===== config.mk =====
export PLATFORM = sky130hd
export DESIGN_NAME = trapezoid_speed_profile_p_control
export DESIGN_NICKNAME = d
export VERILOG_FILES = /design/src/sv/tspc_pkg.sv /design/src/sv/trapezoid_speed_profile_p_control.sv
export SDC_FILE = /design/constraint.sdc
export NUM_CORES = 1
export LEC_CHECK = 0
export BUFFER_PORTS_ARGS = -buffer_cell sky130_fd_sc_hd__buf_4
export CORE_MARGIN = 2
export CORE_UTILIZATION = 54
export CTS_CLUSTER_SIZE = 8
export DETAILED_ROUTE_END_ITERATION = 7
export PLACE_DENSITY = 0.71
export SLEW_MARGIN = 20
export SYNTH_ARGS = -nofsm -noshare
export SYNTH_HDL_FRONTEND = slang
export SYNTH_SLANG_ARGS = --single-unit

===== constraint.sdc =====
create_clock -name i_clk -period 12.75 [get_ports i_clk]
set_clock_uncertainty 0.05 [all_clocks]
set_input_delay 0 -clock i_clk [delete_from_list [all_inputs] [get_ports i_clk]]
set_output_delay 0 -clock i_clk [all_outputs]
set_load 0.02 [all_outputs]

===== src/sv/tspc_pkg.sv =====
// Package for the trapezoid speed profile block: types, constants and numerator helpers.
`default_nettype none

package tspc_pkg;

    // Widths of configuration data and arithmetic
    localparam int TICK_BITS_DEF = 16;
    localparam int CFG_W         = 16;
    localparam int CFG_IDX_W     = 3;
    localparam int SPD_W         = 13;
    localparam int NUM_W         = 29;
    localparam int STEP_W        = 4;

    // Index of the last step of each shift-add multiply and each restoring division
    localparam logic [STEP_W-1:0] STEP_LAST = 4'd12;

    // Scaling constants
    localparam logic [SPD_W-1:0] SPEED_MAX = 13'd5000;
    localparam logic [CFG_W-1:0] DAC_DIV   = 16'd5000;
    localparam logic [CFG_W-1:0] ADC_FULL  = 16'd1023;

    // Register values after reset
    localparam logic [15:0] RST_RAMP_UP   = 16'd128;
    localparam logic [15:0] RST_PLATEAU   = 16'd512;
    localparam logic [15:0] RST_RAMP_DOWN = 16'd128;
    localparam logic [15:0] RST_REST      = 16'd64;
    localparam logic [12:0] RST_PLAT_SPD  = 13'd5000;
    localparam logic [7:0]  RST_GAIN      = 8'd2;
    localparam logic [15:0] RST_PWM_LIMIT = 16'd800;

    // Configuration register indexes
    typedef enum logic [CFG_IDX_W-1:0] {
        CFG_RAMP_UP   = 3'd0,
        CFG_PLATEAU   = 3'd1,
        CFG_RAMP_DOWN = 3'd2,
        CFG_REST      = 3'd3,
        CFG_PLAT_SPD  = 3'd4,
        CFG_GAIN      = 3'd5,
        CFG_PWM_LIMIT = 3'd6
    } t_cfg_idx;

    // Profile phases
    typedef enum logic [1:0] {
        PH_REST = 2'd0,
        PH_UP   = 2'd1,
        PH_PLAT = 2'd2,
        PH_DOWN = 2'd3
    } t_phase;

    // Sequencer states
    typedef enum logic [2:0] {
        ST_IDLE,
        ST_MUL_TGT,
        ST_DIV_TGT,
        ST_DIV_DAC,
        ST_DIV_MEAS,
        ST_MUL_DRV,
        ST_DONE
    } t_state;

    // Input transaction
    typedef struct packed {
        logic       run_request;
        logic [9:0] speed_sample;
    } t_in;

    // Result transaction
    typedef struct packed {
        logic [12:0] speed_target;
        logic [9:0]  dac_code;
        logic [15:0] pwm_duty;
        logic [1:0]  phase;
    } t_out;

    // target * 1023 as a divider numerator
    function automatic logic [NUM_W-1:0] f_dac_num(input logic [SPD_W-1:0] t);
        return {6'b0, t, 10'b0} - {16'b0, t};
    endfunction

    // sample * 5000 as a divider numerator (5000 = 4096 + 512 + 256 + 128 + 8)
    function automatic logic [NUM_W-1:0] f_meas_num(input logic [9:0] s);
        return {7'b0, s, 12'b0} + {10'b0, s, 9'b0} + {11'b0, s, 8'b0}
             + {12'b0, s, 7'b0} + {16'b0, s, 3'b0};
    endfunction

endpackage

`default_nettype wire


===== src/sv/trapezoid_speed_profile_p_control.sv =====
// Top level: trapezoidal speed profile with a proportional speed controller.
`default_nettype none

// One input transaction is one control tick and gives exactly one result. The tick is
// worked through a single shift-add multiplier and a single restoring divider, one
// bit per cycle: on a ramp the setpoint multiply and divide, then the DAC scaling
// divide, the speed sample divide and the gain multiply. A result waiting in the
// output register does not hold up the next tick, only that tick's handover.
// Configuration is written through a plain write port; the user is to write it
// between ticks, which the block itself does not enforce.
module trapezoid_speed_profile_p_control #(
    parameter int TICK_BITS = tspc_pkg::TICK_BITS_DEF
) (
    input  wire logic                          i_clk,
    input  wire logic                          i_rst_n,
    input  wire logic                          i_in_valid,
    output      logic                          o_in_stall,
    input  wire tspc_pkg::t_in                 i_in,
    output      logic                          o_out_valid,
    input  wire logic                          i_out_stall,
    output      tspc_pkg::t_out                o_out,
    input  wire logic                          i_cfg_we,
    input  wire logic [tspc_pkg::CFG_IDX_W-1:0] i_cfg_idx,
    input  wire logic [tspc_pkg::CFG_W-1:0]    i_cfg_data
);
    import tspc_pkg::*;

    localparam int CMP_W = (TICK_BITS > CFG_W) ? TICK_BITS : CFG_W;
    localparam logic [TICK_BITS-1:0] TICK_MAX = '1;

    // Configuration registers
    logic [CFG_W-1:0] r_ramp_up, r_plateau, r_ramp_down, r_rest, r_pwm_limit;
    logic [SPD_W-1:0] r_plat_spd;
    logic [7:0]       r_gain;

    // Profile state
    t_phase                r_phase, n_phase;
    logic [TICK_BITS-1:0]  r_ticks, n_ticks;
    logic [SPD_W-1:0]      r_target, n_target;

    // Sequencer and arithmetic
    t_state            r_state, n_state;
    logic [STEP_W-1:0] r_step, n_step;
    logic [9:0]        r_sample, n_sample;
    logic [CFG_W-1:0]  r_mhi, n_mhi, r_mcand, n_mcand;
    logic [SPD_W-1:0]  r_mlo, n_mlo;
    logic [CFG_W-1:0]  r_rem, n_rem, r_dvsr, n_dvsr;
    logic [SPD_W-1:0]  r_dnum, n_dnum, r_quo, n_quo;
    logic [9:0]        r_dac, n_dac;
    logic [CFG_W-1:0]  r_duty, n_duty;

    // Output register
    logic r_out_valid, n_out_valid;
    t_out r_out, n_out;

    // Combinational helpers
    logic                 in_acc;
    logic [TICK_BITS-1:0] cnt_inc;
    logic [CMP_W-1:0]     cnt_x, inc_x, down_diff;
    logic [SPD_W-1:0]     vp;
    logic [CFG_W:0]       m_sum;
    logic [NUM_W-1:0]     m_prod, num_ld;
    logic [CFG_W:0]       d_t;
    logic                 d_ge;
    logic [CFG_W:0]       d_sub;
    logic [SPD_W-1:0]     d_quo;
    logic [SPD_W:0]       diff;
    logic                 last;

    assign o_in_stall  = (r_state != ST_IDLE);
    assign o_out_valid = r_out_valid;
    assign o_out       = r_out;
    assign in_acc      = i_in_valid && !o_in_stall;
    assign last        = (r_step == STEP_LAST);

    // Saturate plateau speed and step the tick counter
    assign vp        = (r_plat_spd > SPEED_MAX) ? SPEED_MAX : r_plat_spd;
    assign cnt_inc   = (r_ticks == TICK_MAX) ? r_ticks : r_ticks + 1'b1;
    assign cnt_x     = CMP_W'(r_ticks);
    assign inc_x     = CMP_W'(cnt_inc);
    assign down_diff = CMP_W'(r_ramp_down) - inc_x;

    // Shift-add multiplier step
    assign m_sum  = {1'b0, r_mhi} + (r_mlo[0] ? {1'b0, r_mcand} : '0);
    assign m_prod = {m_sum, r_mlo[SPD_W-1:1]};

    // Restoring divider step
    assign d_t   = {r_rem, r_dnum[SPD_W-1]};
    assign d_ge  = (d_t >= {1'b0, r_dvsr});
    assign d_sub = d_t - {1'b0, r_dvsr};
    assign d_quo = {r_quo[SPD_W-2:0], d_ge};

    // Signed speed error, one bit wider than the setpoint
    assign diff = {1'b0, r_target} - {1'b0, d_quo};

    // Write configuration registers
    always_ff @(posedge i_clk) begin
        if (!i_rst_n) begin
            r_ramp_up   <= RST_RAMP_UP;
            r_plateau   <= RST_PLATEAU;
            r_ramp_down <= RST_RAMP_DOWN;
            r_rest      <= RST_REST;
            r_plat_spd  <= RST_PLAT_SPD;
            r_gain      <= RST_GAIN;
            r_pwm_limit <= RST_PWM_LIMIT;
        end else if (i_cfg_we) begin
            case (t_cfg_idx'(i_cfg_idx))
                CFG_RAMP_UP:   r_ramp_up   <= i_cfg_data;
                CFG_PLATEAU:   r_plateau   <= i_cfg_data;
                CFG_RAMP_DOWN: r_ramp_down <= i_cfg_data;
                CFG_REST:      r_rest      <= i_cfg_data;
                CFG_PLAT_SPD:  r_plat_spd  <= i_cfg_data[SPD_W-1:0];
                CFG_GAIN:      r_gain      <= i_cfg_data[7:0];
                CFG_PWM_LIMIT: r_pwm_limit <= i_cfg_data;
                default: begin
                end
            endcase
        end
    end

    // Hold control state and profile state
    always_ff @(posedge i_clk) begin
        if (!i_rst_n) begin
            r_state     <= ST_IDLE;
            r_step      <= '0;
            r_phase     <= PH_REST;
            r_ticks     <= '0;
            r_target    <= '0;
            r_out_valid <= 1'b0;
        end else begin
            r_state     <= n_state;
            r_step      <= n_step;
            r_phase     <= n_phase;
            r_ticks     <= n_ticks;
            r_target    <= n_target;
            r_out_valid <= n_out_valid;
        end
    end

    // Hold datapath registers
    always_ff @(posedge i_clk) begin
        r_sample <= n_sample;
        r_mhi    <= n_mhi;
        r_mlo    <= n_mlo;
        r_mcand  <= n_mcand;
        r_rem    <= n_rem;
        r_dnum   <= n_dnum;
        r_dvsr   <= n_dvsr;
        r_quo    <= n_quo;
        r_dac    <= n_dac;
        r_duty   <= n_duty;
        r_out    <= n_out;
    end

    // Sequence the tick through phase update, multiplies and divides
    always_comb begin
        n_state     = r_state;
        n_step      = r_step;
        n_phase     = r_phase;
        n_ticks     = r_ticks;
        n_target    = r_target;
        n_sample    = r_sample;
        n_mhi       = r_mhi;
        n_mlo       = r_mlo;
        n_mcand     = r_mcand;
        n_rem       = r_rem;
        n_dnum      = r_dnum;
        n_dvsr      = r_dvsr;
        n_quo       = r_quo;
        n_dac       = r_dac;
        n_duty      = r_duty;
        n_out       = r_out;
        n_out_valid = r_out_valid && i_out_stall;
        num_ld      = '0;

        case (r_state)
            ST_IDLE: begin
                if (in_acc) begin
                    n_sample = i_in.speed_sample;
                    n_step   = '0;
                    // Default: no interpolation, go to DAC scaling
                    n_state  = ST_DIV_DAC;
                    case (r_phase)
                        PH_REST: begin
                            n_target = '0;
                            if (cnt_x >= CMP_W'(r_rest)) begin
                                if (i_in.run_request) begin
                                    n_phase = PH_UP;
                                    n_ticks = '0;
                                end
                            end else begin
                                n_ticks = cnt_inc;
                            end
                        end
                        PH_UP: begin
                            if (cnt_x >= CMP_W'(r_ramp_up)) begin
                                n_phase  = PH_PLAT;
                                n_ticks  = '0;
                                n_target = vp;
                            end else begin
                                n_ticks = cnt_inc;
                                n_mcand = inc_x[CFG_W-1:0];
                                n_dvsr  = r_ramp_up;
                                n_state = ST_MUL_TGT;
                            end
                        end
                        PH_PLAT: begin
                            if (cnt_x >= CMP_W'(r_plateau)) begin
                                n_phase = PH_DOWN;
                                n_ticks = '0;
                            end else begin
                                n_ticks = cnt_inc;
                            end
                        end
                        default: begin
                            if (cnt_x >= CMP_W'(r_ramp_down)) begin
                                n_phase  = PH_REST;
                                n_ticks  = '0;
                                n_target = '0;
                            end else begin
                                n_ticks = cnt_inc;
                                n_mcand = down_diff[CFG_W-1:0];
                                n_dvsr  = r_ramp_down;
                                n_state = ST_MUL_TGT;
                            end
                        end
                    endcase
                    if (n_state == ST_MUL_TGT) begin
                        n_mhi = '0;
                        n_mlo = vp;
                    end else begin
                        num_ld = f_dac_num(n_target);
                        n_rem  = num_ld[NUM_W-1:SPD_W];
                        n_dnum = num_ld[SPD_W-1:0];
                        n_dvsr = DAC_DIV;
                    end
                end
            end

            ST_MUL_TGT: begin
                n_mhi  = m_sum[CFG_W:1];
                n_mlo  = {m_sum[0], r_mlo[SPD_W-1:1]};
                n_step = r_step + 1'b1;
                if (last) begin
                    // Product feeds the divider directly
                    n_rem   = m_prod[NUM_W-1:SPD_W];
                    n_dnum  = m_prod[SPD_W-1:0];
                    n_step  = '0;
                    n_state = ST_DIV_TGT;
                end
            end

            ST_DIV_TGT, ST_DIV_DAC, ST_DIV_MEAS: begin
                n_rem  = d_ge ? d_sub[CFG_W-1:0] : d_t[CFG_W-1:0];
                n_dnum = {r_dnum[SPD_W-2:0], 1'b0};
                n_quo  = d_quo;
                n_step = r_step + 1'b1;
                if (last) begin
                    n_step = '0;
                    case (r_state)
                        ST_DIV_TGT: begin
                            n_target = d_quo;
                            num_ld   = f_dac_num(d_quo);
                            n_rem    = num_ld[NUM_W-1:SPD_W];
                            n_dnum   = num_ld[SPD_W-1:0];
                            n_dvsr   = DAC_DIV;
                            n_state  = ST_DIV_DAC;
                        end
                        ST_DIV_DAC: begin
                            n_dac   = d_quo[9:0];
                            num_ld  = f_meas_num(r_sample);
                            n_rem   = num_ld[NUM_W-1:SPD_W];
                            n_dnum  = num_ld[SPD_W-1:0];
                            n_dvsr  = ADC_FULL;
                            n_state = ST_DIV_MEAS;
                        end
                        default: begin
                            // Negative error drives zero
                            n_mhi   = '0;
                            n_mlo   = diff[SPD_W] ? '0 : diff[SPD_W-1:0];
                            n_mcand = {8'b0, r_gain};
                            n_state = ST_MUL_DRV;
                        end
                    endcase
                end
            end

            ST_MUL_DRV: begin
                n_mhi  = m_sum[CFG_W:1];
                n_mlo  = {m_sum[0], r_mlo[SPD_W-1:1]};
                n_step = r_step + 1'b1;
                if (last) begin
                    // Clamp drive to the PWM limit
                    n_duty  = (m_prod > NUM_W'(r_pwm_limit)) ? r_pwm_limit
                                                              : m_prod[CFG_W-1:0];
                    n_step  = '0;
                    n_state = ST_DONE;
                end
            end

            ST_DONE: begin
                if (!r_out_valid || !i_out_stall) begin
                    n_out.speed_target = r_target;
                    n_out.dac_code     = r_dac;
                    n_out.pwm_duty     = r_duty;
                    n_out.phase        = r_phase;
                    n_out_valid        = 1'b1;
                    n_state            = ST_IDLE;
                end
            end

            default: begin
                n_state = ST_IDLE;
            end
        endcase
    end

    // Setpoint never exceeds the speed ceiling
    a_target_max: assert property (@(posedge i_clk) disable iff (!i_rst_n)
        r_target <= SPEED_MAX)
        else $error("setpoint above speed ceiling");

    // An accepted tick always starts the sequencer
    a_acc_busy: assert property (@(posedge i_clk) disable iff (!i_rst_n)
        in_acc |=> (r_state != ST_IDLE))
        else $error("accepted tick did not start work");

    // Setpoint is zero at rest between ticks
    a_rest_zero: assert property (@(posedge i_clk) disable iff (!i_rst_n)
        (r_state == ST_IDLE && r_phase == PH_REST) |-> (r_target == '0))
        else $error("nonzero setpoint at rest");

    // Step counter stays within one operation
    a_step_range: assert property (@(posedge i_clk) disable iff (!i_rst_n)
        r_step <= STEP_LAST)
        else $error("step counter overrun");

    // Delivered duty respects the clamp
    a_duty_clamp: assert property (@(posedge i_clk) disable iff (!i_rst_n)
        r_out_valid |-> (r_out.pwm_duty <= r_pwm_limit))
        else $error("duty above PWM limit");

endmodule

`default_nettype wire


# Yosys cells after proc, flatten, opt, wreduce, memory -nomap -nowiden

Cells that the tools add are included.

Register bits: 319
Input port bits: 35
Output and inout port bits: 43
Logic and storage cells: 205

$add $sub $neg: 12
Magnitude comparators: 7
Eq/ne operators: 38
Muxes and demuxes: 81
Reductions and logical operators: 40

Operators with widths:

| operator                                                        | number |
|---|---|
| 16-bit two-way mux                                              | 27 |
| 13-bit two-way mux                                              | 17 |
| 16-bit one-hot mux with 2 select lines                          | 6 |
| 16-bit one-hot mux with 3 select lines                          | 3 |
| 13-bit one-hot mux with 3 select lines                          | 3 |
| 16-bit >= comparator                                            | 4 |
| 13-bit one-hot mux with 2 select lines                          | 2 |
| 23-bit by 13-bit subtractor with 24-bit output                  | 2 |
| 16-bit subtractor                                               | 2 |
| 29-bit by 16-bit > comparator with 1-bit output                 | 1 |
| 2-bit != test, second input constant                            | 14 |
| 25-bit by 13-bit adder with 26-bit output                       | 1 |
| 24-bit by 17-bit adder with 25-bit output                       | 1 |
| 23-bit by 18-bit adder with 24-bit output                       | 1 |
| 22-bit by 19-bit adder with 23-bit output                       | 1 |
| 2-bit AND reduction                                             | 11 |
| 3-bit two-way mux                                               | 7 |
| 7-bit AND reduction                                             | 3 |
| 3-bit == test, second input constant                            | 6 |
| 16-bit by 16-bit adder with 17-bit output                       | 1 |
| 17-bit by 16-bit >= comparator with 1-bit output                | 1 |
| 16-bit by 1-bit adder with 16-bit output, second input constant | 1 |
| 16-bit == test, second input constant                           | 1 |
| 3-bit one-hot mux with 5 select lines                           | 1 |
| other kinds (33)                                                | 61 |

# Depth between registers and ports, before layout

Word-level depth: 10
Mapped depth: 24
Gate-level depth less buffers: 22

# Least setup slack after synthesis

OpenSTA, ideal clock, no wires.

Kind: reg-to-reg
Start point: register r_rem[0]
End point: register r_mlo[3] (data pin)
Library setup time: 0.169 ns
Arrival time: 4.747 ns
Data required time: 12.531 ns
Setup slack: 7.784 ns
Cell stages (with the launch flop): 22
Path buffers: 2
Clock period less this slack: 4.966 ns
Cells stage by stage: edfxtp_1 -> ha_1 -> nor2b_1 -> o31a_1 -> o31a_1 -> o21bai_1 -> a31oi_1 -> or3_1 -> clkbuf_1 -> clkbuf_1 -> ha_1 -> nor2b_1 -> o21ai_0 -> a21boi_0 -> o21ai_0 -> a21boi_0 -> o2111ai_1 -> a311oi_1 -> o21ai_0 -> a21oi_1 -> inv_1 -> o31ai_1

Cells in the longest elaborated chain, start to end: 6

Ends and longest elaborated chain:

| item                                             | RTL line                                 | text |
|---|---|---|
| start, declared                                  | trapezoid_speed_profile_p_control.sv:47  | `logic [CFG_W-1:0] r_rem, n_rem, r_dvsr, n_dvsr;` |
| start signal, assigned                           | trapezoid_speed_profile_p_control.sv:146 | `r_rem <= n_rem;` |
| 17-bit by 16-bit >= comparator with 1-bit output | trapezoid_speed_profile_p_control.sv:89  | `assign d_ge = (d_t >= {1'b0, r_dvsr});` |
| named net d_ge                                   | trapezoid_speed_profile_p_control.sv:64  | `logic d_ge;` |
| 13-bit by 13-bit subtractor with 14-bit output   | trapezoid_speed_profile_p_control.sv:94  | `assign diff = {1'b0, r_target} - {1'b0, d_quo};` |
| 13-bit two-way mux                               | trapezoid_speed_profile_p_control.sv:280 | `n_mlo = diff[SPD_W] ? '0 : diff[SPD_W-1:0];` |
| 13-bit two-way mux                               | trapezoid_speed_profile_p_control.sv:260 | `case (r_state)` |
| 13-bit two-way mux                               | trapezoid_speed_profile_p_control.sv:258 | `if (last) begin` |
| 13-bit one-hot mux with 3 select lines           | trapezoid_speed_profile_p_control.sv:176 | `case (r_state)` |
| named net n_mlo[3]                               | trapezoid_speed_profile_p_control.sv:46  | `logic [SPD_W-1:0] r_mlo, n_mlo;` |
| end signal, assigned                             | trapezoid_speed_profile_p_control.sv:144 | `r_mlo <= n_mlo;` |
| end, declared                                    | trapezoid_speed_profile_p_control.sv:46  |  |

The timed path passes the listed nets, and every way through them passes these cells. The select of a mux whose other input is x is not followed.
A chain may end at the register's enable or synchronous reset.

# Worst setup path after layout

Start point: register r_rem[0]
End point: register r_mlo[3] (data pin)

Cells in the longest elaborated chain, start to end: 6

Ends and longest elaborated chain:

| item                                             | RTL line |
|---|---|
| 17-bit by 16-bit >= comparator with 1-bit output | trapezoid_speed_profile_p_control.sv:89 |
| 13-bit by 13-bit subtractor with 14-bit output   | trapezoid_speed_profile_p_control.sv:94 |
| 13-bit two-way mux                               | trapezoid_speed_profile_p_control.sv:280 |
| 13-bit two-way mux                               | trapezoid_speed_profile_p_control.sv:260 |
| 13-bit two-way mux                               | trapezoid_speed_profile_p_control.sv:258 |
| 13-bit one-hot mux with 3 select lines           | trapezoid_speed_profile_p_control.sv:176 |
| named net n_mlo[3]                               | trapezoid_speed_profile_p_control.sv:46 |

The timed path passes the listed nets, and every way through them passes these cells. The select of a mux whose other input is x is not followed.

==> out/results.md <==
- **Bufs and invs on worst path** 2
- **max capacitance violation total** 0
- **top achievable clock speed** 0.170 GHz
- **number of warnings issued by yosys** 0
- **share of the synthesized area in the top cell type** 0.262
- **register-to-register setup slack** 6.87 ns
- **register area share after synthesis** 0.398
- **cell family with most CP delay** compound AO/OA/AOI/OAI gates
- **crit path launch type** flop
- **DRC violations left** 0
- **leakage power** 9.12 nW
- **Post-Syn Instances** 2238
- **latest clock arrival within the worst-skew pair** 0.60 ns
- **Reg2Reg Launch Point** r_rem[0]
- **number of slew-limit violations in the final report** 0
- **post-route insts no fill** 2881
- **count of standard-cell rows** 71
- **CTS tree** done
- **number of top-level pins** 78
- **Hold Path Class** in2reg
- **sequential share of power** 0.360
- **met1 layer usage reported by global route** 0.415
- **GRT overflow** 0
- **cell breakdown of the critical path** ha_1 -> nor2b_1 -> o31a_1 -> o31a_1 -> o21bai_1 -> a31oi_1 -> or3_1 -> buf_4 -> ha_1 -> nor2b_1 -> o21ai_0 -> a21boi_0 -> o21ai_0 -> a21boi_0 -> o2111ai_1 -> a311oi_1 -> o21ai_0 -> a21oi_1 -> inv_1 -> o31ai_1
- **share of power burned in combinational logic** 0.324
- **cell area power density** 156 mW/mm²
- **most frequent cells in the layout** sky130_fd_sc_hd__nand2_1 (323), sky130_fd_sc_hd__ha_1 (184), sky130_fd_sc_hd__edfxtp_1 (179)
- **number of port buffers** 77
- **Core ar.** 0.0376 mm²
- **crit end category** flop
- **most common cell after layout, fill and taps aside** sky130_fd_sc_hd__nand2_1
- **number of global-route vias before repair** 17200
- **Final nets** 2582
- **Chip Width** 199 µm
- **post-synthesis cell type count** 72
- **P&R area growth vs syn** 13.9%
- **worst min-delay path startpoint** i_in[6]
- **chip height** 199 µm
- **Synth Register Bits** 319
- **CTS H-tree lvls** 2
- **first-pass GRT wire length** 98800 µm
- **mean instance size in the synthesized netlist** 9.18 µm²
- **routed via count** 17300
- **Reg2Reg Capture Point** r_mlo[3]
- **total number of clock tree sinks** 319
- **initial drt markers** 1513
- **critical path start-end classification** reg2reg
- **largest net degree at the start of global routing** 95
- **final worst path period need** 5.88 ns
- **pre-CTS WS** 7.02 ns
- **hpwl dp** 46900 µm
- **Async SR Flop Fraction** 0
- **Post-Route Utilization** 0.623
- **Avg WL per Cell** 22.1 µm
- **area enclosed by the die boundary** 0.0396 mm²
- **Placed Cells** 2761
- **status** complete, no violations
- **maximum clock path buffer count** 3
- **layer with the highest usage after global routing** met2
- **Worst Hold Path Cells** 2
- **setup repair after global routing missed its margin** no
- **final-report setup violation count** 0
- **global placer's final weighted congestion** 0.992
- **Sw Share** 0.350
- **Starting Density** 0.547
- **Post-Syn Area** 0.0206 mm²
- **clock buffers created by TritonCTS** 46
- **post-CTS clock slew at the launch and capture registers of the worst setup and hold paths** 0.05 ns
- **Hold Vio Cnt, Final** 0
- **syn_nets** 2481
- **switching power total** 1.28 mW
- **transition time of the tightest slew-check pin** 1.13 ns
- **logic depth of the worst register-to-register path** 20
- **met2 demand-to-capacity share in global routing** 0.558
- **final WL** 63800 µm
- **layout cells sized above 1** 0.0832
- **proportion of power drawn by the clock network** 0.316
- **smallest setup slack after layout** 6.87 ns
- **most frequent cell on the critical path** sky130_fd_sc_hd__o21ai_0
- **maximum ir drop on the vdd rail** 0.000111 V
- **M3 GR Usage** 0.0545
- **top area cells in the synthesized netlist** sky130_fd_sc_hd__edfxtp_1 (26%), sky130_fd_sc_hd__dfxtp_1 (14%), sky130_fd_sc_hd__ha_1 (11%), sky130_fd_sc_hd__nand2_1 (5.9%), sky130_fd_sc_hd__a21boi_0 (3.7%)
- **cell with the largest stage delay on the worst path** sky130_fd_sc_hd__a21oi_1
- **Sum Neg Setup Slack** 0 ns
- **max_slew headroom** 0.245
- **gr usage total** 0.329
- **Crit path depth** 20
- **endpoint of the worst hold-timing path** r_sample[6]
- **maximum fanout encountered on the critical timing path** 17
- **Post-synth EDFFs** 179
- **data arrival at the endpoint of the critical path** 6.24 ns
- **buffer cell driving the clock tree root** sky130_fd_sc_hd__clkbuf_16
- **biggest area consumer among synthesized cells** sky130_fd_sc_hd__edfxtp_1
- **post-detailed-route count of antenna-violating nets** 0
- **internal power** 2.37 mW
- **Worst Path Required** 13.11 ns
- **number of antenna violations at the first check in global routing** 2
- **max incr delay on CP** 0.61 ns
- **number of resized instances in the post-cts repair step** 0
- **via-per-instance ratio** 6.02
- **Top FF cell, synth** sky130_fd_sc_hd__edfxtp_1
- **detailed-routing iteration count for the pre-antenna-repair pass** 6
- **fin crit share** 0.461
[kinds of logic (layout without fill, tap and decap cells)]
family                     count (synthesis)  count (layout)  share of synthesized area
DFF                                      319             319                      0.398
adders and majority gates                208             208                      0.135
muxes                                     36              36                     0.0186
and+or+nand+nor                          739             739                      0.167
AOI/OAI and AO/OA                        572             572                      0.189
xor gates and xnor gates                 106             106                     0.0452
other                                      0               1                          0
buffers and inverters                    258             389                     0.0474
[stage by stage]
step                hold WS (ns)  cell area [µm²]  power (mW)
finish                    0.0865            23400        3.64
global route              0.0810            23400        3.84
CTS                       0.0580            23400        3.64
detailed placement         0.129            21700        2.47
global placement           0.131            21700        2.46
floorplan                 0.0489            20600        2.13
[cells in the mapped netlist (all sizes together) (15+ instances only)]
library cell / count
nand2: 323
ha: 184
edfxtp: 179
inv: 169
nor2: 147
dfxtp: 140
a21oi: 119
a21boi: 102
o21ai: 99
clkbuf: 82
xnor2: 64
nand3: 46
nor2b: 43
xor2: 42
a21o: 37
and2: 32
nor3: 30
o211ai: 27
a22oi: 25
fa: 24
nand2b: 23
o21a: 23
nand4: 21
a211oi: 20
mux2: 18
mux2i: 18
o221ai: 18
o21bai: 16
a31oi: 15
[layout make-up]
class | instances | area [µm²]
diodes | 1 | 2.50
well taps | 511 | 639
repair buffers | 142 | 1170
inverters | 169 | 634
clock buffers | 75 | 1290
multi-input cells | 1661 | 11500
clock inverters | 3 | 36.3
fillers | 3207 | 14200
flip-flops and latches | 319 | 8180
[worst register-to-register path: stages, from the launching register on]
cell and delay (ns):
sky130_fd_sc_hd__edfxtp_1 0.43, sky130_fd_sc_hd__ha_1 0.34, sky130_fd_sc_hd__nor2b_1 0.15, sky130_fd_sc_hd__o31a_1 0.27
sky130_fd_sc_hd__o31a_1 0.33, sky130_fd_sc_hd__o21bai_1 0.16, sky130_fd_sc_hd__a31oi_1 0.17, sky130_fd_sc_hd__or3_1 0.49
sky130_fd_sc_hd__buf_4 0.26, sky130_fd_sc_hd__ha_1 0.21, sky130_fd_sc_hd__nor2b_1 0.11, sky130_fd_sc_hd__o21ai_0 0.10
sky130_fd_sc_hd__a21boi_0 0.33, sky130_fd_sc_hd__o21ai_0 0.17, sky130_fd_sc_hd__a21boi_0 0.37, sky130_fd_sc_hd__o2111ai_1 0.21
sky130_fd_sc_hd__a311oi_1 0.30, sky130_fd_sc_hd__o21ai_0 0.12, sky130_fd_sc_hd__a21oi_1 0.61, sky130_fd_sc_hd__inv_1 0.24
sky130_fd_sc_hd__o31ai_1 0.29
[flip-flops by register name (all words and copies together), names as in the netlist, 8 cells and up]
| signal | count |
|---|---|
| r_duty | 16 |
| r_dnum | 13 |
| r_pwm_limit | 16 |
| r_quo | 12 |
| r_sample | 10 |
| r_plat_spd | 13 |
| r_ramp_up | 16 |
| r_ramp_down | 16 |
| r_dac | 10 |
| r_mhi | 16 |
| r_mcand | 16 |
| o_out | 41 |
| r_mlo | 13 |
| r_target | 13 |
| r_dvsr | 16 |
| r_plateau | 16 |
| r_rest | 16 |
| cnt_x | 16 |
| r_rem | 16 |
| r_gain | 8 |
[timing repair]
| item | in CTS | in global routing |
|---|---|---|
| setup buffers | 0 | 0 |
| hold endpoints to repair | 147 | 0 |
| hold buffers | 41 | 0 |
[routing by layer]
metal  up-vias  wire length [µm]
met5         -                13
met4         2              2610
met3       149              4760
met2       713             30400
met1      8300             26000
li1       8176                 -
[worst max-delay path by stage]
stage | start | end | slack [ns]
3_5_place_dp | cnt_x[3] | r_mcand[14] | 7.02
5_1_grt | r_rem[0] | r_mlo[3] | 6.31
6_report | r_rem[0] | r_mlo[3] | 6.87
2_1_floorplan | r_rem[0] | r_mlo[3] | 7.78
4_1_cts | r_rem[0] | r_mlo[3] | 6.95
3_3_place_gp | cnt_x[3] | r_mcand[14] | 7.06
[power by group through the flow]
stage	logic, mW	registers (mW)	clock network (mW)
2_1_floorplan	0.846	1.28	0
3_3_place_gp	1.13	1.33	0
3_5_place_dp	1.15	1.33	0
4_1_cts	1.17	1.31	1.17
5_1_grt	1.31	1.32	1.21
6_report	1.18	1.31	1.15
Power figures use the tool's default switching activity.
